==> src/nsc_pkg.sv <==
// Shared word types and byte-position constants for the nibble-sum checksum rewriter.
package nsc_pkg;

    localparam int MSG_BYTES = 32;
    localparam int POS_W     = $clog2(MSG_BYTES);
    localparam int NIB_W     = 4;

    // Byte positions that bound each checksum group.
    localparam logic [POS_W-1:0] POS_FIRST_LO  = POS_W'(0);
    localparam logic [POS_W-1:0] POS_FIRST_HI  = POS_W'(7);
    localparam logic [POS_W-1:0] POS_SECOND_LO = POS_W'(8);
    localparam logic [POS_W-1:0] POS_SECOND_HI = POS_W'(15);
    localparam logic [POS_W-1:0] POS_THIRD_LO  = POS_W'(16);
    localparam logic [POS_W-1:0] POS_THIRD_HI  = POS_W'(19);
    localparam logic [POS_W-1:0] POS_CHECK_A   = POS_W'(20);
    localparam logic [POS_W-1:0] POS_CHECK_B   = POS_W'(21);
    localparam logic [POS_W-1:0] POS_FOURTH_LO = POS_W'(22);
    localparam logic [POS_W-1:0] POS_FOURTH_HI = POS_W'(23);
    localparam logic [POS_W-1:0] POS_FIFTH_LO  = POS_W'(24);
    localparam logic [POS_W-1:0] POS_FIFTH_HI  = POS_W'(30);
    localparam logic [POS_W-1:0] POS_LAST      = POS_W'(31);

    localparam logic [7:0] BYTE_ALL_ONES = 8'hFF;

    typedef struct packed {
        logic [7:0] msg_byte;
        logic       start_flag;
    } in_word_t;

    typedef struct packed {
        logic [7:0] out_byte;
        logic       last_of_message;
        logic       checksums_ok;
    } out_word_t;

endpackage

==> src/nsc_core.sv <==
// Checksum state and per-byte rewrite logic for the nibble-sum checksum rewriter.
module nsc_core
    import nsc_pkg::*;
(
    input  logic      clk,
    input  logic      rst_n,
    input  logic      advance,
    input  in_word_t  in_word,
    output out_word_t result
);

    logic [POS_W-1:0] position_reg, position_next;
    logic [NIB_W-1:0] sum_first_reg, sum_first_next;
    logic [NIB_W-1:0] sum_second_reg, sum_second_next;
    logic [NIB_W-1:0] sum_third_reg, sum_third_next;
    logic [NIB_W-1:0] sum_fourth_reg, sum_fourth_next;
    logic [NIB_W-1:0] sum_fifth_reg, sum_fifth_next;
    logic             held_ff_reg, held_ff_next;
    logic             match_reg, match_next;

    logic [POS_W-1:0] pos;
    logic             clear;
    logic [NIB_W-1:0] lo, hi;
    logic [NIB_W-1:0] s1, s2, s3, s4, s5;
    logic             held_ff, match;

    // Position of this word; a new message clears the running state.
    always_comb
    begin
        pos     = in_word.start_flag ? '0 : position_reg;
        clear   = (pos == POS_FIRST_LO);
        lo      = in_word.msg_byte[NIB_W-1:0];
        hi      = in_word.msg_byte[7:NIB_W];
        s1      = clear ? '0 : sum_first_reg;
        s2      = clear ? '0 : sum_second_reg;
        s3      = clear ? '0 : sum_third_reg;
        s4      = clear ? '0 : sum_fourth_reg;
        s5      = clear ? '0 : sum_fifth_reg;
        held_ff = clear ? 1'b0 : held_ff_reg;
        match   = clear ? 1'b1 : match_reg;
    end

    // Accumulate the nibble sums and rewrite the checksum bytes.
    // Only the low nibble of each sum is ever used, so the sums are kept modulo 16.
    always_comb
    begin
        sum_first_next  = s1;
        sum_second_next = s2;
        sum_third_next  = s3;
        sum_fourth_next = s4;
        sum_fifth_next  = s5;
        held_ff_next    = held_ff;
        match_next      = match;
        position_next   = pos + POS_W'(1);
        result.out_byte        = in_word.msg_byte;
        result.last_of_message = 1'b0;
        result.checksums_ok    = 1'b0;
        case (pos) inside
            [POS_FIRST_LO:POS_FIRST_HI]:
                sum_first_next = s1 + lo + hi;
            [POS_SECOND_LO:POS_SECOND_HI]:
                sum_second_next = s2 + lo + hi;
            [POS_THIRD_LO:POS_THIRD_HI]:
                sum_third_next = s3 + lo + hi;
            POS_CHECK_A:
            begin
                sum_third_next  = s3 + lo;
                held_ff_next    = (in_word.msg_byte == BYTE_ALL_ONES);
                match_next      = match && (s1 == hi);
                result.out_byte = {s1, lo};
            end
            POS_CHECK_B:
            begin
                match_next = match && (s2 == lo) && (s3 == hi)
                             && !(held_ff && (in_word.msg_byte == BYTE_ALL_ONES));
                result.out_byte = {s3, s2};
            end
            [POS_FOURTH_LO:POS_FOURTH_HI]:
                sum_fourth_next = s4 + lo + hi;
            [POS_FIFTH_LO:POS_FIFTH_HI]:
                sum_fifth_next = s5 + lo + hi;
            default:
            begin
                result.out_byte        = {s5, s4};
                result.last_of_message = 1'b1;
                result.checksums_ok    = match && (s4 == lo) && (s5 == hi);
            end
        endcase
    end

    // State advances only when the word moves into the result register.
    always_ff @(posedge clk or negedge rst_n)
    begin
        if (!rst_n)
        begin
            position_reg   <= '0;
            sum_first_reg  <= '0;
            sum_second_reg <= '0;
            sum_third_reg  <= '0;
            sum_fourth_reg <= '0;
            sum_fifth_reg  <= '0;
            held_ff_reg    <= 1'b0;
            match_reg      <= 1'b1;
        end
        else if (advance)
        begin
            position_reg   <= position_next;
            sum_first_reg  <= sum_first_next;
            sum_second_reg <= sum_second_next;
            sum_third_reg  <= sum_third_next;
            sum_fourth_reg <= sum_fourth_next;
            sum_fifth_reg  <= sum_fifth_next;
            held_ff_reg    <= held_ff_next;
            match_reg      <= match_next;
        end
    end

endmodule

==> src/nibble_sum_checksum_rewriter_top.sv <==
// Top level of the nibble-sum checksum rewriter: input register, core and result register.
//
// Usage: a 32-byte message enters one byte per word on the in channel
// (in_valid/in_ready/in_word); start_flag marks byte 0 and restarts the count.
// Each input word gives exactly one result word on the out channel
// (out_valid/out_ready/out_word). Bytes 20, 21 and 31 leave with their
// checksum nibbles rewritten; the word for byte 31 carries last_of_message
// and checksums_ok.
// A word passes from the input register through the core into the result
// register. Throughput is one word per cycle while the receiver keeps
// taking results; a stall holds the flow as described below.
// Reset empties both registers, puts the position at byte 0 and clears
// the sums. When the receiver stalls, the result register holds its word,
// the input register takes one more word, and in_ready then falls until
// the result is taken.
module nibble_sum_checksum_rewriter_top
    import nsc_pkg::*;
(
    input  logic      clk,
    input  logic      rst_n,
    input  logic      in_valid,
    output logic      in_ready,
    input  in_word_t  in_word,
    output logic      out_valid,
    input  logic      out_ready,
    output out_word_t out_word
);

    logic      in_valid_reg;
    in_word_t  in_word_reg;
    logic      out_valid_reg;
    out_word_t out_word_reg;
    out_word_t result;
    logic      advance;

    // A word moves on when the result register is empty or being emptied.
    assign advance  = in_valid_reg && (!out_valid_reg || out_ready);
    assign in_ready = !in_valid_reg || advance;

    // Input register.
    always_ff @(posedge clk or negedge rst_n)
    begin
        if (!rst_n)
            in_valid_reg <= 1'b0;
        else if (in_ready)
            in_valid_reg <= in_valid;
    end

    always_ff @(posedge clk)
    begin
        if (in_ready && in_valid)
            in_word_reg <= in_word;
    end

    nsc_core u_core (
        .clk     (clk),
        .rst_n   (rst_n),
        .advance (advance),
        .in_word (in_word_reg),
        .result  (result)
    );

    // Result register.
    always_ff @(posedge clk or negedge rst_n)
    begin
        if (!rst_n)
            out_valid_reg <= 1'b0;
        else if (advance)
            out_valid_reg <= 1'b1;
        else if (out_ready)
            out_valid_reg <= 1'b0;
    end

    always_ff @(posedge clk)
    begin
        if (advance)
            out_word_reg <= result;
    end

    assign out_valid = out_valid_reg;
    assign out_word  = out_word_reg;

endmodule
==> config.mk <==
export PLATFORM = sky130hd
export DESIGN_NAME = nibble_sum_checksum_rewriter_top
export DESIGN_NICKNAME = d
export VERILOG_FILES = /design/src/nsc_pkg.sv /design/src/nsc_core.sv /design/src/nibble_sum_checksum_rewriter_top.sv
export SDC_FILE = /design/constraint.sdc
export NUM_CORES = 1
export LEC_CHECK = 0
export BUFFER_PORTS_ARGS = -buffer_cell sky130_fd_sc_hd__buf_2
export CORE_AREA = 2 2 91 93
export DETAILED_ROUTE_END_ITERATION = 16
export DIE_AREA = 0 0 93 95
export PLACE_DENSITY_LB_ADDON = 0.15
export SLEW_MARGIN = 25
export SYNTH_ARGS = -nofsm -noshare
export SYNTH_HDL_FRONTEND = slang
export SYNTH_SLANG_ARGS = --single-unit
==> constraint.sdc <==
create_clock -name clk -period 8.9 [get_ports clk]
set_input_delay 0 -clock clk [delete_from_list [all_inputs] [get_ports clk]]
set_output_delay 0 -clock clk [all_outputs]
set_load 0.01 [all_outputs]
---- Yosys cells after proc, flatten, opt, wreduce, memory -nomap -nowiden ----
Cells that the tools add are included.
storage, ports and cells
  flip-flop bits (word level) ............. 48
  bits of input ports ..................... 13
  output and inout bits ................... 12
  logic and storage cells ................. 114
operators by class
  add/sub/neg operators ................... 11
  magnitude comparators ................... 10
  equal/unequal tests ..................... 8
  multiplexer cells ....................... 47
  reduce and logical (&&, ||, !) cells .... 23
operators by type and width
  operator                                                                count
  4-bit 2-to-1 mux                                                        25
  8-bit 2-to-1 mux                                                        7
  4-bit adder                                                             10
  4-bit equality test                                                     5
  5-bit >= comparator (second input constant)                             3
  5-bit <= comparator (second input constant)                             3
  1-bit logical AND                                                       14
  1-bit 2-to-1 mux                                                        13
  5-bit equality test (second input constant)                             2
  8-bit equality test (second input constant)                             1
  7-bit OR reduction                                                      1
  6-bit OR reduction                                                      1
  5-bit by 1-bit adder with 5-bit output (second input constant)          1
  5-bit by 1-bit >= comparator with 1-bit output (second input constant)  1
  5-bit by 4-bit >= comparator with 1-bit output (second input constant)  1
  5-bit by 3-bit <= comparator with 1-bit output (second input constant)  1
  5-bit by 4-bit <= comparator with 1-bit output (second input constant)  1
  5-bit zero test                                                         1
  5-bit 2-to-1 mux                                                        1
  1-bit zero test                                                         3
  1-bit logical OR                                                        2
  2-bit 2-to-1 mux                                                        1
  2-bit nonzero test                                                      1

---- Longest topological paths before layout ----
Gate-level depths: netlist (run 1).
  depth after elaboration ................. 12
  mapped depth ............................ 17
  mapped depth without buffers ............ 14

---- Hierarchy ----
Synthesis (run 1) repeated with hierarchy kept, for this count alone.
second synthesis, totals
  cell total of the unflattened synthesis .. 406
  area total of the unflattened synthesis .. 3867.5 um^2
by module, submodules not included
  module                            instances  cells an instance  area each (um^2)  seq. area each (um^2)
  nsc_core                          1          379                3193.1            676.9
  nibble_sum_checksum_rewriter_top  1          27                 674.4             620.6

---- Least setup slack after synthesis (run 1) ----
Ideal clock, no wire load.
  path kind ............................... reg-to-reg
  start ................................... reg in_word_reg[0] (netlist bit)
  end ..................................... reg u_core.sum_third_reg[3]
  library setup time ...................... 0.087 ns
  arrival time ............................ 3.567 ns
  data required time ...................... 8.813 ns
  path slack .............................. 5.247 ns
  cell stages (with the launch flop) ...... 15
  buffers on the path ..................... 2
  clock period less this slack ............ 3.653 ns
  cell sequence ........................... edfxtp_1 buf_2 nand2b_1 ha_1 or4b_4 buf_6 and3_1 ha_1 fa_1 ha_1 a21o_1 a21oi_1 xnor2_1 xnor3_1 o211ai_1
on the way
  longest elaborated chain between the ends .. 8
  elaborated cells between the ends (all ways) .. 19
  classes of those cells .................. add/sub (2); order compare (6); eq/ne (1); mux (6); reduce/logical (4)
ends and longest elaborated chain
  item                                             line                                    source
  from (decl)                                      nibble_sum_checksum_rewriter_top.sv:30  in_word_t in_word_reg;
  from (signal assigned)                           nibble_sum_checksum_rewriter_top.sv:52  in_word_reg <= in_word;
  5-bit 2-to-1 mux (*)                             nsc_core.sv:30                          pos = in_word.start_flag ? '0 : position_reg;
  5-bit zero test                                  nsc_core.sv:31                          clear = (pos == POS_FIRST_LO);
  4-bit 2-to-1 mux                                 nsc_core.sv:36                          s3 = clear ? '0 : sum_third_reg;
  4-bit adder                                      nsc_core.sv:64, nsc_core.sv:67
  4-bit adder or 4-bit 2-to-1 mux (tied branches)  nsc_core.sv:64, nsc_core.sv:58
  4-bit 2-to-1 mux (2 in series)                   nsc_core.sv:58                          case (pos) inside
  4-bit 2-to-1 mux (*)                             nsc_core.sv:58
  to (signal assigned)                             nsc_core.sv:110                         sum_third_reg <= sum_third_next;
  to (decl)                                        nsc_core.sv:15                          logic [NIB_W-1:0] sum_third_reg, sum_third_next;
Mark *: on every way between the ends. The rest lies on a longest branch, timed or not.
A chain may end at the register's enable or synchronous reset.

---- Worst setup path after layout (run 1) ----
  start ................................... reg in_word_reg[0] (netlist bit)
  end ..................................... reg u_core.sum_fourth_reg[3]
on the way
  longest elaborated chain between the ends .. 11
  elaborated cells between the ends (all ways) .. 25
  classes of those cells .................. add/sub (2); order compare (8); eq/ne (2); mux (8); reduce/logical (5)
ends and longest elaborated chain
  item                            line             source
  5-bit 2-to-1 mux (*)            nsc_core.sv:30
  5-bit zero test                 nsc_core.sv:31
  4-bit 2-to-1 mux                nsc_core.sv:37   s4 = clear ? '0 : sum_fourth_reg;
  4-bit adder (2 in series)       nsc_core.sv:79   sum_fourth_next = s4 + lo + hi;
  4-bit 2-to-1 mux (5 in series)  nsc_core.sv:58
  4-bit 2-to-1 mux (*)            nsc_core.sv:58
  to (signal assigned)            nsc_core.sv:111  sum_fourth_reg <= sum_fourth_next;
  to (decl)                       nsc_core.sv:16   logic [NIB_W-1:0] sum_fourth_reg, sum_fourth_next;
Marked as above.

==> run_summary.xml, run 1 <==
<?xml version="1.0" encoding="UTF-8"?>
<metrics>
  <group name="critical_path">
    <metric name="crit_path_max_fanout" unit="">15</metric>
    <metric name="critical_path_class" unit="">register to register</metric>
    <metric name="r2r_start" unit="">in_word_reg[0]$_DFFE_PP_</metric>
    <metric name="crit_start" unit="">in_word_reg[0]$_DFFE_PP_</metric>
    <metric name="rr_endpoint" unit="">u_core.sum_fourth_reg[3]$_DFFE_PN0P_</metric>
    <metric name="critical_path_at" unit="ns">4.20</metric>
    <metric name="worstRegToRegCells" unit="">13</metric>
    <metric name="slack_of_the_worst_reg_to_reg_path" unit="ns">4.89</metric>
    <metric name="required" unit="ns">9.09</metric>
    <metric name="element_type_at_the_critical_path_start" unit="">register</metric>
    <metric name="cp-end-kind" unit="">register</metric>
  </group>
  <group name="timing">
    <metric name="final.setup_skew" unit="ns">0.00945</metric>
    <metric name="layout_setup_ws" unit="ns">4.89</metric>
    <metric name="rsz0062_at_grt" unit="">false</metric>
    <metric name="slew_headroom" unit="">0.472</metric>
    <metric name="timing_worst_slew_pin_value" unit="ns">0.789</metric>
    <metric name="layout_worst_path_cycle_share" unit="">0.450</metric>
    <metric name="setup_total_negative_slack" unit="ns">0</metric>
    <metric name="setup-violations-final" unit="">0</metric>
    <metric name="hold_violations" unit="">0</metric>
    <metric name="timing.final.max_slew_violations" unit="">0</metric>
    <metric name="achievable-frequency" unit="MHz">249</metric>
    <metric name="holdWs" unit="ns">0.0584</metric>
    <metric name="finalWorstPathRequiredPeriod" unit="ns">4.01</metric>
  </group>
  <group name="detailed_routing">
    <metric name="ant_nets" unit="">0</metric>
    <metric name="avgRoutedWirePerCell" unit="microns">18.7</metric>
    <metric name="routed_via_density" unit="">5.93</metric>
    <metric name="detailroute.via_count" unit="">3096</metric>
    <metric name="postRouteWirelength" unit="microns">9780</metric>
    <metric name="dr.first_iter.drc_count" unit="">291</metric>
    <metric name="drt_pass_1_iters" unit="">5</metric>
    <metric name="remaining_drc_errors" unit="">0</metric>
  </group>
  <group name="synth">
    <metric name="yosysWarningCount" unit="">0</metric>
    <metric name="avgSynthCellArea" unit="sq um">9.57</metric>
    <metric name="synth.ff_latch_count" unit="">48</metric>
    <metric name="synth-seq-area-share" unit="">0.341</metric>
    <metric name="net_count_of_the_mapped_netlist" unit="">441</metric>
    <metric name="synth.area.top_cells" unit="">sky130_fd_sc_hd__dfrtp_1 (18%), sky130_fd_sc_hd__edfxtp_1 (15%), sky130_fd_sc_hd__fa_1 (9.5%), sky130_fd_sc_hd__ha_1 (4.3%), sky130_fd_sc_hd__xnor2_1 (4.1%)</metric>
    <metric name="synth_top_cell_area_share" unit="">0.184</metric>
    <metric name="synth.largest_area_cell" unit="">sky130_fd_sc_hd__dfrtp_1</metric>
    <metric name="synth_edf_count" unit="">19</metric>
    <metric name="syn-cell-area" unit="sq mm">0.00380</metric>
    <metric name="ys_async_sr_fraction" unit="">0.604</metric>
    <metric name="synth_cell_types" unit="">67</metric>
    <metric name="dominantRegCellSynth" unit="">sky130_fd_sc_hd__dfrtp_1</metric>
    <metric name="postSynthCellCount" unit="">397</metric>
  </group>
  <group name="pwr">
    <metric name="switching_share" unit="">0.397</metric>
    <metric name="power.combinational.fraction" unit="">0.360</metric>
    <metric name="vdd_ir_drop_max" unit="mV">0.0912</metric>
    <metric name="sequentialPowerShare" unit="">0.451</metric>
    <metric name="power.share.clock" unit="">0.189</metric>
    <metric name="power.density" unit="mW/mm^2">168</metric>
    <metric name="leakage" unit="nW">1.70</metric>
    <metric name="cell_internal_pwr" unit="W">0.000418</metric>
    <metric name="p_switching" unit="W">0.000275</metric>
  </group>
  <group name="place">
    <metric name="place_hpwl" unit="microns">7020</metric>
    <metric name="final_replace_weighted_congestion" unit="">0.927</metric>
    <metric name="buffer_ports.inserted" unit="">24</metric>
    <metric name="place_inst" unit="">502</metric>
    <metric name="dp_slack" unit="ns">4.96</metric>
  </group>
  <group name="cts">
    <metric name="cts_buffers" unit="">5</metric>
    <metric name="post_cts_resize_count" unit="">0</metric>
    <metric name="clock_path_buffers" unit="">2</metric>
    <metric name="clock_sinks" unit="">48</metric>
    <metric name="cts-root-buf" unit="">sky130_fd_sc_hd__clkbuf_8</metric>
    <metric name="clk_latency" unit="ns">0.31</metric>
    <metric name="clk_transition_reported_paths" unit="ns">0.10</metric>
    <metric name="tritoncts" unit="">built</metric>
    <metric name="cts.htree.levels" unit="">2</metric>
  </group>
  <group name="global_routing">
    <metric name="globalRouteOverflowTotal" unit="">0</metric>
    <metric name="grt_pass1_vias" unit="">3025</metric>
    <metric name="wire_length_of_the_first_global_routing_pass" unit="microns">16300</metric>
    <metric name="global_route.usage.total" unit="">0.242</metric>
    <metric name="grt_antenna_before_repair" unit="">0</metric>
    <metric name="grt_max_degree" unit="">30</metric>
  </group>
  <group name="floorplanning">
    <metric name="initial_core_util" unit="">0.479</metric>
    <metric name="core-area" unit="sq mm">0.00793</metric>
    <metric name="number_of_i_o_pins" unit="">25</metric>
    <metric name="placementRows" unit="">33</metric>
    <metric name="die_area" unit="sq mm">0.00884</metric>
    <metric name="die-height" unit="microns">95</metric>
    <metric name="die_width" unit="microns">93</metric>
  </group>
  <group name="min_path">
    <metric name="worst_hold_startpoint" unit="">out_ready</metric>
    <metric name="worstHoldPathType" unit="">input pin to register</metric>
    <metric name="count_of_cells_along_the_worst_hold_path" unit="">3</metric>
    <metric name="worst_hold_path.endpoint" unit="">out_valid$_DFFE_PN0P_</metric>
  </group>
  <group name="finish">
    <metric name="most-common-layout-cells" unit="">sky130_fd_sc_hd__nand2_1 (40), sky130_fd_sc_hd__dfrtp_1 (28), sky130_fd_sc_hd__inv_1 (24), sky130_fd_sc_hd__buf_2 (24)</metric>
    <metric name="post_synthesis_to_final_layout_area_growth" unit="%">8.33</metric>
    <metric name="flip_flop_count_of_the_largest_register_all_copies_and_words_added" unit="">10</metric>
    <metric name="post_route_cells_drive_above_1_share" unit="">0.125</metric>
    <metric name="utilization_after_layout" unit="">0.519</metric>
    <metric name="num_antenna_cells" unit="">0</metric>
    <metric name="nets" unit="">460</metric>
    <metric name="final-instance-count-excl-fill" unit="">522</metric>
    <metric name="most_common_cell_after_layout_fill_and_taps_aside" unit="">sky130_fd_sc_hd__nand2_1</metric>
  </group>
  <group name="run">
    <metric name="maxCapViolCount" unit="">0</metric>
  </group>
  <group name="run_status">
    <metric name="outcome" unit="">complete, no violations</metric>
  </group>
</metrics>
## area by class of cell
type,count,area [sq um]
fill,750,3810
clock inverter,3,13.8
timing repair buffer,38,255
inverter,24,90.1
multi-input combinational,299,2260
clock buffer,5,68.8
tap,105,131
sequential,48,1300
## power by group through the flow
stage,logic (W),registers (W),clock network [W]
floorplan,0.000218,0.000289,0
global placement,0.000240,0.000313,0
detailed placement,0.000243,0.000315,0
CTS,0.000249,0.000311,0.000135
global route,0.000281,0.000317,0.000143
finish,0.000249,0.000312,0.000131
## critical path, stage by stage (launching register included)
cell                       delay (ns)
sky130_fd_sc_hd__edfxtp_1        0.57
sky130_fd_sc_hd__nand2b_1        0.26
sky130_fd_sc_hd__ha_1            0.32
sky130_fd_sc_hd__and2_0          0.32
sky130_fd_sc_hd__nor2_2          0.51
sky130_fd_sc_hd__nand2_1         0.15
sky130_fd_sc_hd__inv_1           0.12
sky130_fd_sc_hd__fa_1            0.42
sky130_fd_sc_hd__ha_1            0.22
sky130_fd_sc_hd__fa_1            0.38
sky130_fd_sc_hd__xnor2_1         0.20
sky130_fd_sc_hd__xnor2_1         0.13
sky130_fd_sc_hd__nand3_1         0.10
sky130_fd_sc_hd__xor2_1          0.19
## synth_stat cells, drive strengths merged (5+ instances only)
| library cell | count |
|---|---|
| a21o | 5 |
| a21oi | 17 |
| a31oi | 6 |
| and3 | 9 |
| buf | 17 |
| clkbuf | 9 |
| dfrtp | 28 |
| edfxtp | 19 |
| fa | 18 |
| ha | 13 |
| inv | 24 |
| mux2i | 5 |
| nand2 | 41 |
| nand2b | 9 |
| nand3 | 19 |
| nand4 | 5 |
| nor2 | 24 |
| nor3 | 10 |
| o21ai | 29 |
| xnor2 | 19 |
| xor2 | 6 |
## layer usage
layer,track usage,share of wire,up-vias
met1,0.348,0.45,1508
met5,0,0,-
met2,0.386,0.47,108
met3,0.0311,0.055,17
li1,-,-,1463
met4,0.0686,0.018,0
## worst max path at each step
stage / depth (start not counted) / to / slack (ns)
2_1_floorplan: 14 / u_core.sum_third_reg[3]$_DFFE_PN0P_ / 5.25
3_3_place_gp: 12 / u_core.sum_third_reg[3]$_DFFE_PN0P_ / 5.10
3_5_place_dp: 13 / u_core.sum_fourth_reg[3]$_DFFE_PN0P_ / 4.96
4_1_cts: 13 / u_core.sum_fourth_reg[3]$_DFFE_PN0P_ / 4.90
5_1_grt: 13 / u_core.sum_fourth_reg[3]$_DFFE_PN0P_ / 4.55
6_report: 13 / u_core.sum_fourth_reg[3]$_DFFE_PN0P_ / 4.89
## per-stage QoR
step | area [sq um] | power (W)
finish | 4120 | 0.000692
detailed placement | 3910 | 0.000558
floorplan | 3800 | 0.000507
CTS | 4120 | 0.000695
global placement | 3910 | 0.000553
global route | 4120 | 0.000741
## kinds of logic after synthesis
group / share of synthesized area
multiplexers: 0.0191
AO/OA/AOI/OAI: 0.168
flip-flops: 0.341
AND/OR/NAND/NOR: 0.204
buffers and inverters: 0.0639
adder cells (fa/ha/maj): 0.138
XOR/XNOR: 0.0655
## repair_timing
| action | in CTS | in global routing |
|---|---|---|
| endpoints found under the hold margin | 38 | 0 |
| hold buffers | 12 | 0 |
| buffers inserted | 0 | 0 |
Power figures use the tool's default switching activity.
==> run 2, diff against run 1 <==
==> constraint.sdc (replaced) <==
create_clock -name clk -period 3.65 [get_ports clk]
set_input_delay 0 -clock clk [delete_from_list [all_inputs] [get_ports clk]]
set_output_delay 0 -clock clk [all_outputs]
set_load 0.01 [all_outputs]
==> run_summary.xml, run 2 (synthesis gave the netlist of run 1 again) <==
<?xml version="1.0" encoding="UTF-8"?>
<metrics>
  <group name="detailed_routing">
    <metric name="dr.first_iter.drc_count" unit="">161</metric>
    <metric name="detailroute.via_count" unit="">3143</metric>
    <metric name="drt_pass_1_iters" unit="">5</metric>
    <metric name="routed_via_density" unit="">5.86</metric>
    <metric name="remaining_drc_errors" unit="">0</metric>
    <metric name="avgRoutedWirePerCell" unit="microns">18.7</metric>
    <metric name="postRouteWirelength" unit="microns">10000</metric>
    <metric name="ant_nets" unit="">0</metric>
  </group>
  <group name="place">
    <metric name="buffer_ports.inserted" unit="">24</metric>
    <metric name="place_hpwl" unit="microns">7390</metric>
    <metric name="final_replace_weighted_congestion" unit="">0.891</metric>
  </group>
  <group name="cts">
    <metric name="clock_path_buffers" unit="">2</metric>
    <metric name="cts_buffers" unit="">5</metric>
    <metric name="cts-root-buf" unit="">sky130_fd_sc_hd__clkbuf_8</metric>
    <metric name="cts.htree.levels" unit="">2</metric>
    <metric name="clk_transition_reported_paths" unit="ns">0.09</metric>
    <metric name="post_cts.repair.setup_buffers" unit="">0</metric>
    <metric name="clock_sinks" unit="">48</metric>
    <metric name="tritoncts" unit="">built</metric>
    <metric name="clk_latency" unit="ns">0.31</metric>
  </group>
  <group name="critical_path">
    <metric name="rr_endpoint" unit="">u_core.sum_third_reg[3]$_DFFE_PN0P_</metric>
    <metric name="critical_path_at" unit="ns">3.71</metric>
    <metric name="crit_path_max_fanout" unit="">5</metric>
    <metric name="required" unit="ns">3.88</metric>
    <metric name="cp-end-kind" unit="">register</metric>
    <metric name="r2r_start" unit="">in_word_reg[0]$_DFFE_PP_</metric>
    <metric name="worstRegToRegCells" unit="">12</metric>
    <metric name="element_type_at_the_critical_path_start" unit="">register</metric>
    <metric name="slack_of_the_worst_reg_to_reg_path" unit="ns">0.17</metric>
    <metric name="critical_path_class" unit="">register to register</metric>
  </group>
  <group name="min_path">
    <metric name="worst_hold_startpoint" unit="">out_ready</metric>
    <metric name="worstHoldPathType" unit="">input pin to register</metric>
    <metric name="count_of_cells_along_the_worst_hold_path" unit="">3</metric>
    <metric name="worst_hold_path.endpoint" unit="">out_valid$_DFFE_PN0P_</metric>
  </group>
  <group name="finish">
    <metric name="post_route_cells_drive_above_1_share" unit="">0.158</metric>
    <metric name="num_antenna_cells" unit="">0</metric>
    <metric name="area_taken_by_multi_input_logic_gates" unit="sq mm">0.00226</metric>
    <metric name="most-common-layout-cells" unit="">sky130_fd_sc_hd__nand2_1 (40), sky130_fd_sc_hd__dfrtp_1 (28), sky130_fd_sc_hd__inv_1 (24), sky130_fd_sc_hd__buf_2 (24)</metric>
    <metric name="layout.filler_cells" unit="">759</metric>
    <metric name="flip_flop_count_of_the_largest_register_all_copies_and_words_added" unit="">10</metric>
    <metric name="most_common_cell_after_layout_fill_and_taps_aside" unit="">sky130_fd_sc_hd__nand2_1</metric>
    <metric name="area.sequential" unit="sq mm">0.00130</metric>
    <metric name="post_synthesis_to_final_layout_area_growth" unit="%">11.9</metric>
    <metric name="nets" unit="">474</metric>
  </group>
  <group name="pwr">
    <metric name="power.share.clock" unit="">0.210</metric>
    <metric name="p_switching" unit="W">0.000694</metric>
    <metric name="switching_share" unit="">0.377</metric>
    <metric name="power.density" unit="mW/mm^2">433</metric>
    <metric name="power.combinational.fraction" unit="">0.397</metric>
    <metric name="power" unit="W">0.00184</metric>
    <metric name="vdd_ir_drop_max" unit="mV">0.257</metric>
    <metric name="cell_internal_pwr" unit="W">0.00115</metric>
    <metric name="leakage" unit="nW">1.78</metric>
    <metric name="sequentialPowerShare" unit="">0.393</metric>
  </group>
  <group name="global_routing">
    <metric name="grt_pass1_vias" unit="">2929</metric>
    <metric name="global_route.usage.total" unit="">0.240</metric>
    <metric name="grt_antenna_before_repair" unit="">0</metric>
    <metric name="globalRouteOverflowTotal" unit="">0</metric>
    <metric name="grt_max_degree" unit="">30</metric>
    <metric name="wire_length_of_the_first_global_routing_pass" unit="microns">16100</metric>
  </group>
  <group name="timing">
    <metric name="slew_headroom" unit="">0.477</metric>
    <metric name="achievable-frequency" unit="MHz">288</metric>
    <metric name="final.setup_skew" unit="ns">0.00851</metric>
    <metric name="timing.final.max_slew_violations" unit="">0</metric>
    <metric name="hold_violations" unit="">0</metric>
    <metric name="finalWorstPathRequiredPeriod" unit="ns">3.48</metric>
    <metric name="setup_total_negative_slack" unit="ns">0</metric>
    <metric name="rsz0062_at_grt" unit="">false</metric>
    <metric name="layout_worst_path_cycle_share" unit="">0.952</metric>
    <metric name="setup-violations-final" unit="">0</metric>
    <metric name="timing_worst_slew_pin_value" unit="ns">0.782</metric>
  </group>
  <group name="floorplanning">
    <metric name="initial_core_util" unit="">0.479</metric>
    <metric name="die-height" unit="microns">95</metric>
    <metric name="die_width" unit="microns">93</metric>
    <metric name="die_area" unit="sq mm">0.00884</metric>
    <metric name="number_of_i_o_pins" unit="">25</metric>
    <metric name="placementRows" unit="">33</metric>
    <metric name="core-area" unit="sq mm">0.00793</metric>
  </group>
  <group name="run">
    <metric name="maxCapViolCount" unit="">0</metric>
  </group>
  <group name="run_status">
    <metric name="outcome" unit="">complete, no violations</metric>
  </group>
</metrics>
-- run 2: cell count changes in the layout (fill, tap and decap cells not counted), sizes merged --
cell    previous run  this run
bufinv             0         1
clkinv             3         1
clkbuf             5         6
buf               26        40
-- run 2: worst max-delay path by stage --
stage                             start                             endpoint  slack (ns)
3_5_place_dp   in_word_reg[0]$_DFFE_PP_  u_core.sum_third_reg[3]$_DFFE_PN0P_        0.17
4_1_cts        in_word_reg[0]$_DFFE_PP_  u_core.sum_third_reg[3]$_DFFE_PN0P_        0.15
6_report       in_word_reg[0]$_DFFE_PP_  u_core.sum_third_reg[3]$_DFFE_PN0P_        0.17
5_1_grt        in_word_reg[0]$_DFFE_PP_  u_core.sum_third_reg[3]$_DFFE_PN0P_       0.005
3_3_place_gp   in_word_reg[0]$_DFFE_PP_  u_core.sum_third_reg[3]$_DFFE_PN0P_        0.31
2_1_floorplan  in_word_reg[0]$_DFFE_PP_  u_core.sum_third_reg[3]$_DFFE_PN0P_        0.03
-- run 2: per-layer routing --
metal	global-route usage	vias up	share of wire
li1	-	1492	-
met1	0.333	1527	0.45
met2	0.400	115	0.48
met3	0.0359	9	0.062
met4	0.0539	0	0.011
met5	0	-	0
-- run 2: area by class of cell --
class,instances,area share
Timing Repair Buffer,52,0.0848
Tap cell,105,0.0309
Sequential cell,48,0.305
Clock inverter,2,0.00824
Multi-Input combinational cell,299,0.533
Inverter,24,0.0212
Clock buffer,6,0.0171
-- run 2: timing repair --
item / CTS / global route
gates resized for setup: 0 / 1
hold buffers: 12 / 0
endpoints found under the setup margin: 0 / 1
endpoints found under the hold margin: 38 / 0
-- run 2: metrics by stage --
stage / utilization / area [sq um] / hold WS (ns) / worst slack [ns] / cells
after CTS: 0.536 / 4250 / 0.0531 / 0.151 / 536
after floorplan: - / 3800 / -0.296 / 0.0284 / 397
after detailed placement: 0.507 / 4020 / 0.105 / 0.168 / 516
final: 0.536 / 4250 / 0.0536 / 0.174 / 536
after global placement: 0.507 / 4020 / 0.0994 / 0.307 / 516
after global routing: 0.536 / 4250 / 0.0572 / 0.00521 / 536
-- run 2: worst max-delay path, cell delays in order, from the launching register on --
cell and delay [ns]:
sky130_fd_sc_hd__edfxtp_1 0.40, sky130_fd_sc_hd__nand2b_1 0.18, sky130_fd_sc_hd__ha_2 0.20, sky130_fd_sc_hd__or4b_4 0.48
sky130_fd_sc_hd__and3_1 0.22, sky130_fd_sc_hd__ha_1 0.22, sky130_fd_sc_hd__fa_2 0.58, sky130_fd_sc_hd__ha_1 0.24
sky130_fd_sc_hd__a21o_1 0.16, sky130_fd_sc_hd__a21oi_1 0.16, sky130_fd_sc_hd__xnor2_1 0.15, sky130_fd_sc_hd__xnor3_1 0.24
sky130_fd_sc_hd__o211ai_1 0.17
-- run 2: power groups by stage --
stage | sequential (W) | combinational, W | clock [W]
floorplan | 0.000705 | 0.000533 | 0
global placement | 0.000730 | 0.000702 | 0
detailed placement | 0.000732 | 0.000712 | 0
CTS | 0.000722 | 0.000726 | 0.000395
global route | 0.000734 | 0.000807 | 0.000422
finish | 0.000724 | 0.000732 | 0.000387
==> run 3, diff against run 2 <==
--- a/config.mk
+++ b/config.mk
@@ -6,9 +6,9 @@
 export NUM_CORES = 1
 export LEC_CHECK = 0
 export BUFFER_PORTS_ARGS = -buffer_cell sky130_fd_sc_hd__buf_2
-export CORE_AREA = 2 2 91 93
+export CORE_AREA = 2 2 86 88
 export DETAILED_ROUTE_END_ITERATION = 16
-export DIE_AREA = 0 0 93 95
+export DIE_AREA = 0 0 88 90
 export PLACE_DENSITY_LB_ADDON = 0.15
 export SLEW_MARGIN = 25
 export SYNTH_ARGS = -nofsm -noshare
==> run_summary.xml, run 3 (synthesis gave the netlist of run 1 again) <==
<?xml version="1.0" encoding="UTF-8"?>
<metrics>
  <group name="global_routing">
    <metric name="global_route.usage.total" unit="">0.260</metric>
    <metric name="wire_length_of_the_first_global_routing_pass" unit="microns">15900</metric>
    <metric name="grt_antenna_before_repair" unit="">0</metric>
    <metric name="grt_max_degree" unit="">30</metric>
    <metric name="globalRouteOverflowTotal" unit="">0</metric>
    <metric name="grt_pass1_vias" unit="">3038</metric>
  </group>
  <group name="detailed_routing">
    <metric name="dr.first_iter.drc_count" unit="">356</metric>
    <metric name="ant_nets" unit="">0</metric>
    <metric name="avgRoutedWirePerCell" unit="microns">18.0</metric>
    <metric name="postRouteWirelength" unit="microns">9600</metric>
    <metric name="remaining_drc_errors" unit="">0</metric>
    <metric name="routed_via_density" unit="">5.97</metric>
    <metric name="detailroute.via_count" unit="">3184</metric>
    <metric name="drt_pass_1_iters" unit="">5</metric>
  </group>
  <group name="critical_path">
    <metric name="required" unit="ns">3.83</metric>
    <metric name="cp-end-kind" unit="">register</metric>
    <metric name="critical_path_class" unit="">register to register</metric>
    <metric name="critical_path_at" unit="ns">3.67</metric>
    <metric name="crit_path_max_fanout" unit="">11</metric>
    <metric name="element_type_at_the_critical_path_start" unit="">register</metric>
  </group>
  <group name="finish">
    <metric name="layout.filler_cells" unit="">600</metric>
    <metric name="nets" unit="">477</metric>
    <metric name="flip_flop_count_of_the_largest_register_all_copies_and_words_added" unit="">10</metric>
    <metric name="num_antenna_cells" unit="">0</metric>
    <metric name="area_taken_by_multi_input_logic_gates" unit="sq mm">0.00227</metric>
    <metric name="post_synthesis_to_final_layout_area_growth" unit="%">12.5</metric>
    <metric name="most_common_cell_after_layout_fill_and_taps_aside" unit="">sky130_fd_sc_hd__nand2_1</metric>
    <metric name="area.sequential" unit="sq mm">0.00130</metric>
    <metric name="post_route_cells_drive_above_1_share" unit="">0.168</metric>
    <metric name="final-instance-count-excl-fill" unit="">533</metric>
    <metric name="most-common-layout-cells" unit="">sky130_fd_sc_hd__nand2_1 (40), sky130_fd_sc_hd__dfrtp_1 (27), sky130_fd_sc_hd__inv_1 (24), sky130_fd_sc_hd__buf_2 (24)</metric>
  </group>
  <group name="floorplanning">
    <metric name="initial_core_util" unit="">0.541</metric>
    <metric name="die_area" unit="sq mm">0.00792</metric>
    <metric name="die-height" unit="microns">90</metric>
    <metric name="die_width" unit="microns">88</metric>
    <metric name="number_of_i_o_pins" unit="">25</metric>
    <metric name="placementRows" unit="">31</metric>
    <metric name="core-area" unit="sq mm">0.00702</metric>
  </group>
  <group name="cts">
    <metric name="cts_buffers" unit="">5</metric>
    <metric name="cts-root-buf" unit="">sky130_fd_sc_hd__clkbuf_8</metric>
    <metric name="clock_sinks" unit="">48</metric>
    <metric name="tritoncts" unit="">built</metric>
    <metric name="clk_latency" unit="ns">0.30</metric>
    <metric name="cts.htree.levels" unit="">2</metric>
    <metric name="clock_path_buffers" unit="">2</metric>
    <metric name="clk_transition_reported_paths" unit="ns">0.10</metric>
  </group>
  <group name="place">
    <metric name="final_replace_weighted_congestion" unit="">0.910</metric>
    <metric name="place_hpwl" unit="microns">7060</metric>
    <metric name="buffer_ports.inserted" unit="">24</metric>
    <metric name="dp_slack" unit="ns">0.197</metric>
    <metric name="place_inst" unit="">512</metric>
  </group>
  <group name="pwr">
    <metric name="power.density" unit="mW/mm^2">433</metric>
    <metric name="vdd_ir_drop_max" unit="mV">0.245</metric>
    <metric name="leakage" unit="nW">1.79</metric>
  </group>
  <group name="timing">
    <metric name="hold_violations" unit="">0</metric>
    <metric name="slew_headroom" unit="">0.499</metric>
    <metric name="setup-violations-final" unit="">0</metric>
    <metric name="finalWorstPathRequiredPeriod" unit="ns">3.48</metric>
    <metric name="timing.final.max_slew_violations" unit="">0</metric>
    <metric name="timing_worst_slew_pin_value" unit="ns">0.751</metric>
    <metric name="achievable-frequency" unit="MHz">287</metric>
    <metric name="layout_setup_ws" unit="ns">0.166</metric>
    <metric name="final.setup_skew" unit="ns">0.00762</metric>
    <metric name="layout_worst_path_cycle_share" unit="">0.954</metric>
  </group>
  <group name="run_status">
    <metric name="outcome" unit="">complete, no violations</metric>
  </group>
  <group name="min_path">
    <metric name="worstHoldPathType" unit="">input pin to register</metric>
  </group>
  <group name="run">
    <metric name="maxCapViolCount" unit="">0</metric>
  </group>
</metrics>
[run 3: worst paths after layout]
check | from | to | slack [ns] | cells after the start
worst min register to register | u_core.sum_first_reg[0]$_DFFE_PN0P_ | u_core.sum_first_reg[0]$_DFFE_PN0P_ | 0.53 | 2
worst min-delay path | out_ready | out_valid$_DFFE_PN0P_ | 0.03 | 3
min in group asynchronous | rst_n | u_core.sum_third_reg[3]$_DFFE_PN0P_ | 0.30 | 2
worst max register to register | u_core.position_reg[0]$_DFFE_PN0P_ | u_core.sum_fifth_reg[3]$_DFFE_PN0P_ | 0.17 | 13
max in group asynchronous | rst_n | u_core.position_reg[0]$_DFFE_PN0P_ | 2.84 | 2
worst max-delay path | u_core.position_reg[0]$_DFFE_PN0P_ | u_core.sum_fifth_reg[3]$_DFFE_PN0P_ | 0.17 | 13
[run 3: final cells by class]
cell class,count,share of cell area
Multi-Input combinational cell,299,0.531
Sequential cell,48,0.304
Timing Repair Buffer,55,0.0895
Clock buffer,5,0.0161
Tap cell,99,0.0290
Clock inverter,3,0.00995
Inverter,24,0.0211
[run 3: critical path, stage by stage, from the launching register on]
cell and delay, ns:
sky130_fd_sc_hd__dfrtp_2 0.45, sky130_fd_sc_hd__nand2b_1 0.15, sky130_fd_sc_hd__ha_2 0.20, sky130_fd_sc_hd__or4b_4 0.47
sky130_fd_sc_hd__buf_4 0.21, sky130_fd_sc_hd__and3_1 0.19, sky130_fd_sc_hd__fa_1 0.43, sky130_fd_sc_hd__ha_1 0.22
sky130_fd_sc_hd__fa_1 0.41, sky130_fd_sc_hd__xnor2_2 0.16, sky130_fd_sc_hd__xnor2_1 0.18, sky130_fd_sc_hd__a21oi_1 0.09
sky130_fd_sc_hd__o21ai_1 0.13, sky130_fd_sc_hd__o21ai_1 0.09
[run 3: what timing repair did]
item                                    in CTS  in global routing
hold endpoints to repair                    38                  0
hold buffers                                12                  0
endpoints found under the setup margin       0                  2
gates resized for setup                      0                  2
setup buffers                                0                  1
[run 3: stage by stage]
stage / utilization / hold slack (ns) / total power [W] / setup TNS (ns) / cell area, sq um
2_1_floorplan: - / -0.296 / 0.00124 / 0 / 3800
4_1_cts: 0.607 / 0.0240 / 0.00185 / 0 / 4260
6_report: 0.609 / 0.0303 / 0.00185 / 0 / 4280
3_3_place_gp: 0.574 / 0.0968 / 0.00143 / 0 / 4030
3_5_place_dp: 0.574 / 0.105 / 0.00144 / 0 / 4030
5_1_grt: 0.609 / 0.0670 / 0.00197 / -0.00591 / 4280
[run 3: power by group]
part | internal (W) | leakage [nW] | total, W | switching, W
clock network | 0.000203 | 0.0541 | 0.000390 | 0.000187
registers | 0.000636 | 0.564 | 0.000729 | 0.0000934
logic | 0.000314 | 1.18 | 0.000731 | 0.000417
[run 3: metal layers]
metal	wire, microns	GRT usage	vias to the layer above
li1	-	-	1496
met1	4180	0.368	1507
met2	4460	0.405	158
met3	718	0.0432	23
met4	245	0.0833	0
met5	0	0	-
